--- src/rtl/core/obfi_pkg.sv ---
// Shared types, constants and helpers for the bucket find-or-insert core.
`timescale 1ns / 1ps
`default_nettype none

package obfi_pkg;

  // Field widths fixed by the interface.
  localparam int unsigned OID_W     = 64;
  localparam int unsigned KEY_W     = 40;
  localparam int unsigned IDX_OUT_W = 8;

  // Default table depth.
  localparam int unsigned MAX_BUCKETS_DEF = 256;

  // Controller states.
  typedef enum logic [1:0] {
    ST_IDLE,
    ST_SCAN,
    ST_FINISH
  } state_e;

  // Commands from the controller to the datapath.
  typedef struct packed {
    logic start;   // Capture the key and restart the scan.
    logic scan;    // Issue the next read and check the previous one.
    logic finish;  // Load the result register and append on a miss if there is room.
  } cmd_t;

  // Status from the datapath to the controller.
  typedef struct packed {
    logic hit;        // The entry read last cycle matches the key.
    logic scan_done;  // All entries below the count have been checked.
    logic out_free;   // The result register can take a new result.
  } status_t;

  // The bucket key is the upper word followed by the top byte of the lower word.
  function automatic logic [KEY_W-1:0] make_key(input logic [OID_W-1:0] oid);
    make_key = {oid[63:32], oid[31:24]};
  endfunction

endpackage

`default_nettype wire

--- src/rtl/core/obfi_ctrl.sv ---
// Controller state machine that sequences the search, the append and the result.
`timescale 1ns / 1ps
`default_nettype none

module obfi_ctrl (
  input  wire                  clk_i,
  input  wire                  rst_ni,
  input  wire                  in_valid_i,
  output logic                 in_stall_o,
  input  obfi_pkg::status_t    status_i,
  output obfi_pkg::cmd_t       cmd_o
);

  obfi_pkg::state_e state_q, state_d;
  logic             accept;

  // A new request is taken only while idle.
  assign in_stall_o = (state_q != obfi_pkg::ST_IDLE);
  assign accept     = in_valid_i && !in_stall_o;

  // Next-state logic.
  always_comb begin
    state_d = state_q;
    case (state_q)
      obfi_pkg::ST_IDLE: begin
        if (accept) state_d = obfi_pkg::ST_SCAN;
      end
      obfi_pkg::ST_SCAN: begin
        if (status_i.hit || status_i.scan_done) state_d = obfi_pkg::ST_FINISH;
      end
      obfi_pkg::ST_FINISH: begin
        if (status_i.out_free) state_d = obfi_pkg::ST_IDLE;
      end
      default: begin
        state_d = obfi_pkg::ST_IDLE;
      end
    endcase
  end

  // Command outputs.
  always_comb begin
    cmd_o = '0;
    case (state_q)
      obfi_pkg::ST_IDLE: begin
        cmd_o.start = accept;
      end
      obfi_pkg::ST_SCAN: begin
        cmd_o.scan = 1'b1;
      end
      obfi_pkg::ST_FINISH: begin
        cmd_o.finish = status_i.out_free;
      end
      default: begin
        cmd_o = '0;
      end
    endcase
  end

  // State register.
  always_ff @(posedge clk_i or negedge rst_ni) begin
    if (!rst_ni) begin
      state_q <= obfi_pkg::ST_IDLE;
    end else begin
      state_q <= state_d;
    end
  end

  // An accepted request always starts a scan.
  a_accept_scan: assert property (@(posedge clk_i) disable iff (!rst_ni)
    accept |=> (state_q == obfi_pkg::ST_SCAN))
    else $error("accepted request did not start a scan");

  // A pending result waits while the result register is busy.
  a_finish_hold: assert property (@(posedge clk_i) disable iff (!rst_ni)
    (state_q == obfi_pkg::ST_FINISH && !status_i.out_free)
      |=> (state_q == obfi_pkg::ST_FINISH))
    else $error("result dropped while output busy");

  // Scan is never issued together with finish or with start.
  a_cmd_excl: assert property (@(posedge clk_i) disable iff (!rst_ni)
    !(cmd_o.scan && cmd_o.finish) && !(cmd_o.start && cmd_o.scan))
    else $error("conflicting commands");

endmodule

`default_nettype wire

--- config.mk ---
export PLATFORM = sky130hd
export DESIGN_NAME = obfi_ctrl
export DESIGN_NICKNAME = d
export VERILOG_FILES = /design/src/rtl/core/obfi_pkg.sv /design/src/rtl/core/obfi_ctrl.sv
export SDC_FILE = /design/constraint.sdc
export NUM_CORES = 1
export LEC_CHECK = 0
export ABC_AREA = 1
export BUFFER_PORTS_ARGS = -buffer_cell sky130_fd_sc_hd__buf_4
export CAP_MARGIN = 25
export CELL_PAD_IN_SITES_DETAIL_PLACEMENT = 0
export CELL_PAD_IN_SITES_GLOBAL_PLACEMENT = 1
export CORE_AREA = 2 2 39 41
export DETAILED_ROUTE_END_ITERATION = 8
export DIE_AREA = 0 0 41 43
export PLACE_DENSITY = 0.47
export SYNTH_ARGS = -nofsm -noshare
export SYNTH_HDL_FRONTEND = slang
export SYNTH_SLANG_ARGS = --single-unit
--- constraint.sdc ---
create_clock -name clk_i -period 0.92 [get_ports clk_i]
set_input_delay 0.184 -clock clk_i [delete_from_list [all_inputs] [get_ports clk_i]]
set_output_delay 0.184 -clock clk_i [all_outputs]
set_load 0.005 [all_outputs]
### Word-level counts from Yosys, hierarchy flattened

Index checks and enable logic that the tools add are counted.

* register bits after elaboration: 2
* input bits: 6

* equality and inequality tests: 5
* multiplexer cells: 7
* reductions and logical operators: 6

Operators with widths (count)
* $mux W2: 3
* $ne A2 B2 Y1 const B: 3
* $pmux W2 S3: 1
* $mux W1: 3
* $reduce_and A3 Y1: 1
* $eq A2 B1 Y1 const B: 1
* $eq A2 B2 Y1 const B: 1
* $logic_not A2 Y1: 1
* $reduce_bool A2 Y1: 1
* $logic_and A1 B1 Y1: 1
* $logic_not A1 Y1: 1
* $logic_or A1 B1 Y1: 1

### Longest topological paths before layout

Gate-level depths: netlist (run 1).

* depth after elaboration: 5
* mapped depth: 4
* mapped depth without buffers: 4

### Least setup slack after synthesis (run 1)

No wires, ideal clock.

* path type: flip-flop to output port
* from: register state_q[1]
* to: output cmd_o[2] (netlist name)
* arrival: 631 ps
* setup slack: 105 ps
* cell stages (with the launch flop): 4
* buffers on the path: 0
* cells stage by stage: dfrtp_1 > inv_2 > nand3_1 > inv_1

RTL lines
* start: declaration: RTL line obfi_ctrl.sv:14 `obfi_pkg::state_e state_q, state_d;`
* start signal: assignment: RTL line obfi_ctrl.sv:62 `state_q <= obfi_pkg::ST_IDLE;`
* start signal: assignment: RTL line obfi_ctrl.sv:64 `state_q <= state_d;`
* end: declaration: RTL line obfi_ctrl.sv:11 `output obfi_pkg::cmd_t cmd_o`

==> summary.md, run 1 <==
| Metric | Value |
|---|---|
| Clock skew | `0.3023 ps` |
| Pin count of the biggest net entering global routing | `5` |
| Top Registers | `state_q: 2 flops` |
| Detailed Place HPWL | `271.3 µm` |
| Peak Freq | `0.8779 GHz` |
| Net count of the finished layout | `44` |
| Switching power | `293.6 µW` |
| Summed negative setup slack over all endpoints | `-903.1 ps` |
| Clock network power share | `22.8%` |
| DR iter-0 viols | `0` |
| Worst slack at placement | `-14.75 ps` |
| Number of levels in the clock H-tree | `1` |
| I/O Pins | `10` |
| Synthesized Nets | `26` |
| Die Area | `1763 µm²` |
| Leading post-synthesis cells by instance count | `nand2_1, inv_1, dfrtp_1, inv_2, nand3_1` |
| Clock network latency to the later pin of the worst-skew pair | `220 ps` |
| Total cell area at the placement stage | `225.2 µm²` |
| Layout Area Growth over Synthesis | `121.8%` |
| Number of flip-flops in the largest register | `2` |
| Shortest period the worst path allows | `1139 ps` |
| Final hold vios | `0` |
| Fill cell total of the finished layout | `162` |
| Slowest cell on crit path | `dfrtp_1` |
| Number of synthesized flops with an enable pin | `0` |
| Number of non-filler instances in the completed layout | `52` |
| Highest cell delay on the worst timing path | `410 ps` |
| Peak fanout along the critical path | `3` |
| Number of clock sinks | `2` |
| Data required time of the worst path | `740 ps` |
| R2R setup slack | `-160 ps` |
| Number of antenna repair diodes | `0` |
| Number of warnings issued by yosys | `0` |
| Run status | `finished, violations left` |
| Setup repair after global routing missed its margin | `yes` |
| Final weighted congestion in routability-driven placement | `0.5786` |
| Die span in x | `41 µm` |
| Antenna violations before repair | `0` |
| Initial core utilization | `9.946%` |
| Final-report max-slew violation count | `0` |
| Proportion of register bits with asynchronous set or reset after synthesis | `100.0%` |
| Distinct cells, synth | `9` |
| Finished Cell Area | `305.3 µm²` |
| Vias after detailed routing | `164` |
| Most frequently used cell type in the post-synthesis netlist | `nand2_1` |
| Final cycle utilization of the critical path | `123.8%` |
| Type of the setup path with the least slack | `reg2out` |
| Worst hold margin | `227.2 ps` |
| Cells taking the most area after synthesis | `dfrtp_1, nand2_1, inv_1` |
| Count of buffers from port buffering | `9` |
| Cell type with the highest occurrence count on the critical path | `inv_2` |
| Dominant delay contributor by cell family on the critical path | `flip-flops` |
| Sequential area share after synthesis | `36.36%` |
| Count of final setup violators | `5` |
| Post-synthesis sequential element count | `2` |
| Fraction of layout instances using a drive strength above 1 | `66.67%` |
| Bufs on Longest Clock Path | `2` |
| Mapped cell area | `137.6 µm²` |
| Sequential share of power | `19.9%` |
| Count of max-cap constraint violations | `0` |
| Internal power of the cells | `571.8 µW` |
| Peak supply drop | `0.0007435 V` |
| Total overflow reported by the global router | `0` |
| Post-route antenna net violation count | `0` |
| Clock root buffer master | `clkbuf_4` |
| Core area | `1384 µm²` |
| Share of total power consumed by net switching | `33.92%` |
| Pleak | `0.0001702 µW` |
| Routed len/inst | `7.269 µm` |
| TritonCTS buffer count | `3` |
| Power density over the cells | `2835 nW/µm²` |
| Total instance count after detailed placement | `45` |
| Register bank with the most flops | `state_q` |
| Top cell type's share of synthesized area | `36.36%` |
| Cell type contributing the most total cell area after synthesis | `dfrtp_1` |
| Post-Synthesis Cells | `20` |
| CTS tree | `yes` |
| Detailed-route DRC error count | `0` |
| Slew headroom | `89.34%` |
| Site Rows | `14` |
| Violated checks | `setup timing` |
| Buffering stage count on the worst path with inverters included | `3` |
| Main synth FF type | `dfrtp_1` |
| Ordered list of cells on the worst path | `inv_2 -> nand3_2 -> inv_2 -> buf_6` |
| Arrival time reported for the critical path endpoint | `960 ps` |
| Per-cell via count in the routed design | `3.154` |
| First-pass GRT wire length | `641 µm` |
| Kind of end point of the critical path | `primary output` |
| First-pass detailed-route iteration total | `1` |
| Synth Area per Inst | `6.882 µm²` |
| Register clock-pin slew on the reported worst setup and hold paths | `30 ps` |
| Die Y-Extent | `43 µm` |
| Minimum setup slack in the final design | `-219.1 ps` |
| Category of the worst setup path launch point | `flop` |
| Vias in the first global route | `152` |
| Wire length after detailed routing | `378 µm` |
| Slew at the pin closest to its max-slew limit | `159.9 ps` |
| Kind of path behind the tightest hold check | `in2reg` |
| Overall global routing resource usage | `6.124%` |
| Logic gate share of total power | `57.2%` |
==> cell families (layout without fill, tap and decap cells) <==
group         count (synthesis)  after routing  synth area share [%]
buf+inv                       7             23                 21.82
flops                         2              2                 36.37
simple gates                 11             11                 41.81
==> placed cells by master (no fill, tap or decap), drive strengths merged <==
master       count
dlygate4sd3      1
nand2            6
nand3            2
clkbuf           3
dfrtp            2
nor2             2
nor3             1
inv              6
buf             13
==> worst reg2reg max path, delay by kind of cell, from the launching register on <==
family / cells / cell delay, ps
buffers and inverters: 4 / 480
DFF: 1 / 410
and+or+nand+nor: 2 / 140
==> path summary, 6_finish.rpt <==
check,startpoint,end,cells past startpoint
max,state_q[1],cmd_o[2],4
min,status_i[2],state_q[0],4
min in group asynchronous,rst_ni,state_q[1],2
min reg2reg,state_q[0],state_q[1],3
max reg2reg,state_q[1],state_q[0],6
max in group asynchronous,rst_ni,state_q[0],2
==> power groups by stage <==
stage                     Clock [µW]  Sequential, µW  Combinational, µW
after floorplan                    0             170                182
after global placement             0             174                326
after detailed placement           0             174                326
after CTS                        209             173                446
after global routing             225             178                554
final                            198             173                495
==> routing by layer <==
layer	track usage [%]	share of wire [%]	vias up
li1	-	-	89
met1	7.074	46	66
met2	6.563	39	9
met3	6.283	15	0
met4	4.000	0	0
met5	0	0	-
==> area by class of cell <==
type | count | area [µm²] | area share [%]
sequential | 2 | 50.05 | 16.39
timing repair buffer | 14 | 122.6 | 40.16
multi-input combinational | 11 | 67.56 | 22.13
tap | 16 | 20.02 | 6.557
clock buffer | 3 | 22.52 | 7.377
inverter | 6 | 22.52 | 7.377
==> repair_timing <==
item,CTS,global route
setup buffers,3,0
setup endpoints to repair,4,6
resized for setup,4,4
hold buffers,1,0
pin swaps,4,1
hold endpoints to repair,2,0
==> metrics by stage <==
stage / util [%] / power, µW
after detailed placement: 16.27 / 499.7
after global routing: 22.06 / 956.5
final: 22.06 / 865.4
after CTS: 21.16 / 827.0
after floorplan: - / 351.9
after global placement: 16.27 / 499.7
(Power assumes the default switching activity.)
==> run 2: changes to the inputs <==
--- a/config.mk
+++ b/config.mk
@@ -8,12 +8,10 @@
 export ABC_AREA = 1
 export BUFFER_PORTS_ARGS = -buffer_cell sky130_fd_sc_hd__buf_4
 export CAP_MARGIN = 25
-export CELL_PAD_IN_SITES_DETAIL_PLACEMENT = 0
-export CELL_PAD_IN_SITES_GLOBAL_PLACEMENT = 1
 export CORE_AREA = 2 2 39 41
 export DETAILED_ROUTE_END_ITERATION = 8
 export DIE_AREA = 0 0 41 43
-export PLACE_DENSITY = 0.47
+export PLACE_DENSITY = 0.37
 export SYNTH_ARGS = -nofsm -noshare
 export SYNTH_HDL_FRONTEND = slang
 export SYNTH_SLANG_ARGS = --single-unit
==> run 2 against run 1 <==
  * The flow still finishes with violations (setup timing)
  * Sequential share of layout area rose by 1.2 points
  * Cell count fell by 1.9%
  * Clock skew rose by 1.7 ps
==> summary.md, run 2 (synthesized netlist as in run 1, its figures left out) <==
| Metric | Value |
|---|---|
| Run status | `finished, violations left` |
| Violated checks | `setup timing` |
| Die Y-Extent | `43 µm` |
| Number of non-filler instances in the completed layout | `51` |
| Final weighted congestion in routability-driven placement | `0.6727` |
| Count of buffers from port buffering | `9` |
| Antenna violations before repair | `0` |
| Vias after detailed routing | `154` |
| Cell type with the highest occurrence count on the critical path | `inv_2` |
| DR iter-0 viols | `3` |
| Overall global routing resource usage | `5.628%` |
| Setup repair after global routing missed its margin | `yes` |
| Site Rows | `14` |
| Fill cell total of the finished layout | `160` |
| Vias in the first global route | `146` |
| Pin count of the biggest net entering global routing | `5` |
| First-pass GRT wire length | `538 µm` |
| Number of levels in the clock H-tree | `1` |
| Number of flip-flops in the largest register | `2` |
| TritonCTS buffer count | `3` |
| Dominant delay contributor by cell family on the critical path | `flip-flops` |
| Highest cell delay on the worst timing path | `410 ps` |
| Kind of path behind the tightest hold check | `in2reg` |
| Busiest layer in global routing | `met3` |
| I/O Pins | `10` |
| Clock root buffer master | `clkbuf_4` |
| Clock skew | `2.024 ps` |
| Count of max-cap constraint violations | `0` |
| Detailed-route DRC error count | `0` |
| Wire length after detailed routing | `326 µm` |
| Finished Cell Area | `285.3 µm²` |
| Slew headroom | `89.33%` |
| Register bank with the most flops | `state_q` |
| Number of clock sinks | `2` |
| Shortest period the worst path allows | `1142 ps` |
| Total instance count after detailed placement | `45` |
| Post-route antenna net violation count | `0` |
| Fraction of met3 tracks used by global routing | `7.853%` |
| Kind of end point of the critical path | `primary output` |
| Clock network latency to the later pin of the worst-skew pair | `220 ps` |
| Met1 Use GR | `4.194%` |
| CTS tree | `yes` |
| First-pass detailed-route iteration total | `2` |
| GRT met2 Usage | `5.938%` |
| Total cell area at the placement stage | `225.2 µm²` |
| Multi-input gate area | `62.56 µm²` |
| Commonest non-fill, non-tap cells in the layout | `buf_4, nand2_1, inv_2, inv_1, clkbuf_4` |
| Top Registers | `state_q: 2 flops` |
| Count of final setup violators | `5` |
| Most common cell after layout, fill and taps aside | `buf_4` |
| Ordered list of cells on the worst path | `inv_2 -> nand3_2 -> inv_2 -> buf_6` |
| Initial core utilization | `9.946%` |
| Peak supply drop | `0.0005463 V` |
| Core area | `1384 µm²` |
| Final-report max-slew violation count | `0` |
| Power density over the cells | `2733 nW/µm²` |
| Buffering stage count on the worst path with inverters included | `3` |
| Peak Freq | `0.8754 GHz` |
| Total overflow reported by the global router | `0` |
| Register clock-pin slew on the reported worst setup and hold paths | `30 ps` |
| Layout Area Growth over Synthesis | `107.3%` |
| Detailed Place HPWL | `252.5 µm` |
| Pleak | `0.0001634 µW` |
| Peak fanout along the critical path | `3` |
| Final cycle utilization of the critical path | `124.2%` |
| Bufs on Longest Clock Path | `2` |
| Number of antenna repair diodes | `0` |
| Data required time of the worst path | `740 ps` |
| Category of the worst setup path launch point | `flop` |
| Tot Pwr | `779.7 µW` |
| Slew at the pin closest to its max-slew limit | `160.1 ps` |
| Die span in x | `41 µm` |
| Footprint of the flip-flops and latches | `50.05 µm²` |
| Type of the setup path with the least slack | `reg2out` |
| Arrival time reported for the critical path endpoint | `960 ps` |
| Minimum setup slack in the final design | `-222.4 ps` |
| Routed len/inst | `6.392 µm` |
| Slowest cell on crit path | `dfrtp_1` |
| Final hold vios | `0` |
| Net count of the finished layout | `43` |
| Per-cell via count in the routed design | `3.020` |
| Die Area | `1763 µm²` |
| Fraction of layout instances using a drive strength above 1 | `60.00%` |
==> run 2: cell type report <==
cell class	instances	share of cell area, %
repair buffers	13	37.72
clock buffers	3	7.895
inverters	6	7.895
flip-flops and latches	2	17.54
multi-input cells	11	21.93
well taps	16	7.018
==> run 2: routing by layer <==
layer	vias to the layer above	routed length [µm]
met3	2	45
met2	6	148
li1	87	-
met1	59	121
met5	-	0
met4	0	10
==> run 2: stage by stage <==
step	utilization (%)	setup slack [ps]	TNS, ps	hold slack, ps
after detailed placement	16.27	-12.45	-12.45	-30.20
after CTS	20.61	-235.9	-808.7	209.3
after floorplan	-	104.7	0	-111.6
after global placement	16.27	-25.73	-33.16	-31.79
final	20.61	-222.4	-748.5	214.4
after global routing	20.61	-289.8	-1054	234.2
==> run 2: where the power goes <==
part / internal, µW / leakage, µW / switching (µW) / total, µW
Clock: 144 / 0.0000138 / 49.6 / 194
Combinational: 246 / 0.000124 / 170 / 415
Sequential: 129 / 0.0000255 / 42.4 / 171
==> run 2: final timing paths <==
kind / start / to / slack, ps / cells past startpoint
min: status_i[2] / state_q[0] / 210 / 4
min in group asynchronous: rst_ni / state_q[1] / 280 / 2
max reg2reg: state_q[1] / state_q[0] / -50 / 5
min reg2reg: state_q[0] / state_q[1] / 600 / 3
max: state_q[1] / cmd_o[2] / -220 / 4
max in group asynchronous: rst_ni / state_q[0] / 550 / 2
==> run 2: tightest hold or removal path: cells and delay by family <==
family / cells / cell delay, ps
buffers and inverters: 1 / 80
and+or+nand+nor: 3 / 120
==> run 2: timing repair <==
action,in CTS,in global routing
setup endpoints to repair,4,5
hold buffers,1,0
gates resized for setup,4,0
buffers inserted,2,0
endpoints found under the hold margin,2,0
pin swaps,4,1
==> run 3: changes to the inputs <==
--- a/config.mk
+++ b/config.mk
@@ -5,13 +5,12 @@
 export SDC_FILE = /design/constraint.sdc
 export NUM_CORES = 1
 export LEC_CHECK = 0
-export ABC_AREA = 1
 export BUFFER_PORTS_ARGS = -buffer_cell sky130_fd_sc_hd__buf_4
 export CAP_MARGIN = 25
 export CORE_AREA = 2 2 39 41
 export DETAILED_ROUTE_END_ITERATION = 8
 export DIE_AREA = 0 0 41 43
-export PLACE_DENSITY = 0.37
+export PLACE_DENSITY = 0.36
 export SYNTH_ARGS = -nofsm -noshare
 export SYNTH_HDL_FRONTEND = slang
 export SYNTH_SLANG_ARGS = --single-unit
==> run 3 against run 2 <==
  * The flow still finishes with violations (setup timing)
  * Critical path depth decreased by 2
  * Largest power group unchanged
  * Routed wire length increased by 13%
  * Clock power decreased by 2%
  * Clock skew decreased by 1.9 ps
==> summary.md, run 3 <==
| Metric | Value |
|---|---|
| R2R setup slack | `10 ps` |
| Layout Area Growth over Synthesis | `121.9%` |
| Kind of path behind the tightest hold check | `in2reg` |
| Critical path origin | `state_q[0]` |
| Clock root buffer master | `clkbuf_4` |
| Final hold vios | `0` |
| Mapped cell area | `120.1 µm²` |
| Summed negative setup slack over all endpoints | `-1065 ps` |
| Number of warnings issued by yosys | `0` |
| Cells taking the most area after synthesis | `dfrtp_1, nor3b_2, nand2b_2` |
| Arrival time reported for the critical path endpoint | `1010 ps` |
| First-pass detailed-route iteration total | `1` |
| Data required time of the worst path | `740 ps` |
| Sequential share of power | `22.4%` |
| Proportion of register bits with asynchronous set or reset after synthesis | `100.0%` |
| Buffering stage count on the worst path with inverters included | `1` |
| Post-synthesis sequential element count | `2` |
| Hold Path Depth | `2` |
| Clock skew | `0.1594 ps` |
| Site Rows | `14` |
| Antenna violations before repair | `0` |
| Category of the worst setup path launch point | `flop` |
| Run status | `finished, violations left` |
| Synthesized Nets | `19` |
| Number of antenna repair diodes | `0` |
| Bufs on Longest Clock Path | `2` |
| Reg2reg end | `state_q[0]` |
| Leading post-synthesis cells by instance count | `dfrtp_1, nor2_1` |
| Vias after detailed routing | `135` |
| Number of clock sinks | `2` |
| Post-route antenna net violation count | `0` |
| Minimum setup slack in the final design | `-270.1 ps` |
| Clock network latency to the later pin of the worst-skew pair | `220 ps` |
| Peak supply drop | `0.0006712 V` |
| Shortest period the worst path allows | `1190 ps` |
| Highest cell delay on the worst timing path | `410 ps` |
| Worst slack at placement | `-37.07 ps` |
| Initial core utilization | `8.680%` |
| Final weighted congestion in routability-driven placement | `0.5488` |
| Register bank with the most flops | `state_q` |
| Most common cell after layout, fill and taps aside | `buf_4` |
| Net count of the finished layout | `36` |
| Detailed-route DRC error count | `0` |
| Number of synthesized flops with an enable pin | `0` |
| Vias in the first global route | `167` |
| Ordered list of cells on the worst path | `or2_1 -> buf_4` |
| CTS tree | `yes` |
| Peak fanout along the critical path | `4` |
| Pleak | `0.0001446 µW` |
| Pin count of the biggest net entering global routing | `5` |
| Clock network power share | `25.7%` |
| Die Area | `1763 µm²` |
| Top Registers | `state_q: 2 flops` |
| Core area | `1384 µm²` |
| Kind of end point of the critical path | `primary output` |
| R2r startpoint | `state_q[0]` |
| Depth of the worst register-to-register path | `4` |
| Top cell type's share of synthesized area | `41.67%` |
| Type of the setup path with the least slack | `reg2out` |
| Commonest non-fill, non-tap cells in the layout | `buf_4, clkbuf_4, nor2_1, dfrtp_1` |
| Count of max-cap constraint violations | `0` |
| DR iter-0 viols | `0` |
| Internal power of the cells | `523.9 µW` |
| Violated checks | `setup timing` |
| Startpoint of the lowest-slack hold path | `status_i[0]` |
| First-pass GRT wire length | `614 µm` |
| Routed len/inst | `8.364 µm` |
| Number of levels in the clock H-tree | `1` |
| Total overflow reported by the global router | `0` |
| Final cycle utilization of the critical path | `129.4%` |
| TritonCTS buffer count | `3` |
| Number of flip-flops in the largest register | `2` |
| Dominant delay contributor by cell family on the critical path | `flip-flops` |
| Die Y-Extent | `43 µm` |
| Register clock-pin slew on the reported worst setup and hold paths | `30 ps` |
| Logic gate share of total power | `51.9%` |
| Synth Area per Inst | `9.240 µm²` |
| Count of final setup violators | `4` |
| Sequential area share after synthesis | `41.67%` |
| Per-cell via count in the routed design | `3.068` |
| Slowest cell on crit path | `dfrtp_1` |
| Share of total power consumed by net switching | `29.14%` |
| Distinct cells, synth | `11` |
| Main synth FF type | `dfrtp_1` |
| Peak Freq | `0.8402 GHz` |
| Cell type contributing the most total cell area after synthesis | `dfrtp_1` |
| Fraction of layout instances using a drive strength above 1 | `67.86%` |
| Power density over the cells | `2774 nW/µm²` |
| Die span in x | `41 µm` |
| Final-report max-slew violation count | `0` |
| I/O Pins | `10` |
| Switching power | `215.5 µW` |
| Slew headroom | `86.92%` |
| Post-Synthesis Cells | `13` |
| Overall global routing resource usage | `6.024%` |
| Layout Utilization | `19.26%` |
| Worst-case hold path end point | `state_q[1]` |
| Count of buffers from port buffering | `9` |
| Slew at the pin closest to its max-slew limit | `195.4 ps` |
| Wire length after detailed routing | `368 µm` |
| Setup repair after global routing missed its margin | `yes` |
run 3: cell type report:
| class | count | area (µm²) |
|---|---|---|
| sequential | 2 | 50.05 |
| timing repair buffer | 13 | 103.9 |
| tap | 16 | 20.02 |
| clock buffer | 3 | 22.52 |
| fill | 154 | 1117 |
| multi-input combinational | 8 | 62.56 |
| inverter | 2 | 7.507 |
run 3: how the worst max path moves through the flow:
stage | end | depth (start not counted) | slack, ps
after CTS | cmd_o[2] | 2 | -280
after global placement | cmd_o[0] | 3 | -30
final | in_stall_o | 2 | -270
after global routing | cmd_o[0] | 4 | -340
after floorplan | cmd_o[1] | 3 | 30
after detailed placement | cmd_o[0] | 3 | -40
run 3: repair_timing:
item / in CTS / in global routing
hold endpoints to repair: 2 / 0
buffers inserted: 1 / 0
hold buffers: 1 / 0
setup endpoints to repair: 4 / 6
resized for setup: 1 / 1
pin swaps: 1 / 0
gates cloned: 0 / 0
run 3: layer usage:
metal  part of all wire, %  wire length [µm]  global-route usage (%)
met4                     0                 0                   6.000
met1                    52               190                   6.109
met2                    32               119                   6.875
met3                    16                58                   5.236
met5                     0                 0                       0
run 3: per-stage QoR:
step | cell area, µm² | power, µW | hold slack (ps) | instances
floorplan | 120.1 | 308.1 | -111.6 | 13
global placement | 215.2 | 469.8 | -31.23 | 39
detailed placement | 215.2 | 478.8 | -29.64 | 39
CTS | 262.8 | 737.5 | 169.3 | 44
global route | 266.5 | 807.6 | 178.8 | 44
finish | 266.5 | 739.4 | 175.5 | 44
run 3: cells by family (layout without fill, tap and decap cells):
logic type	Yosys count	after routing	synth area share, %
AND/OR/NAND/NOR	6	6	34.38
buffers and inverters	3	18	12.50
AO/OA/AOI/OAI	2	2	11.46
flip-flops	2	2	41.67
run 3: power by group through the flow:
stage / Clock [µW] / Combinational, µW / Sequential (µW)
floorplan: 0 / 151 / 157
global placement: 0 / 313 / 157
detailed placement: 0 / 318 / 161
CTS: 200 / 375 / 163
global route: 213 / 423 / 172
finish: 190 / 384 / 166
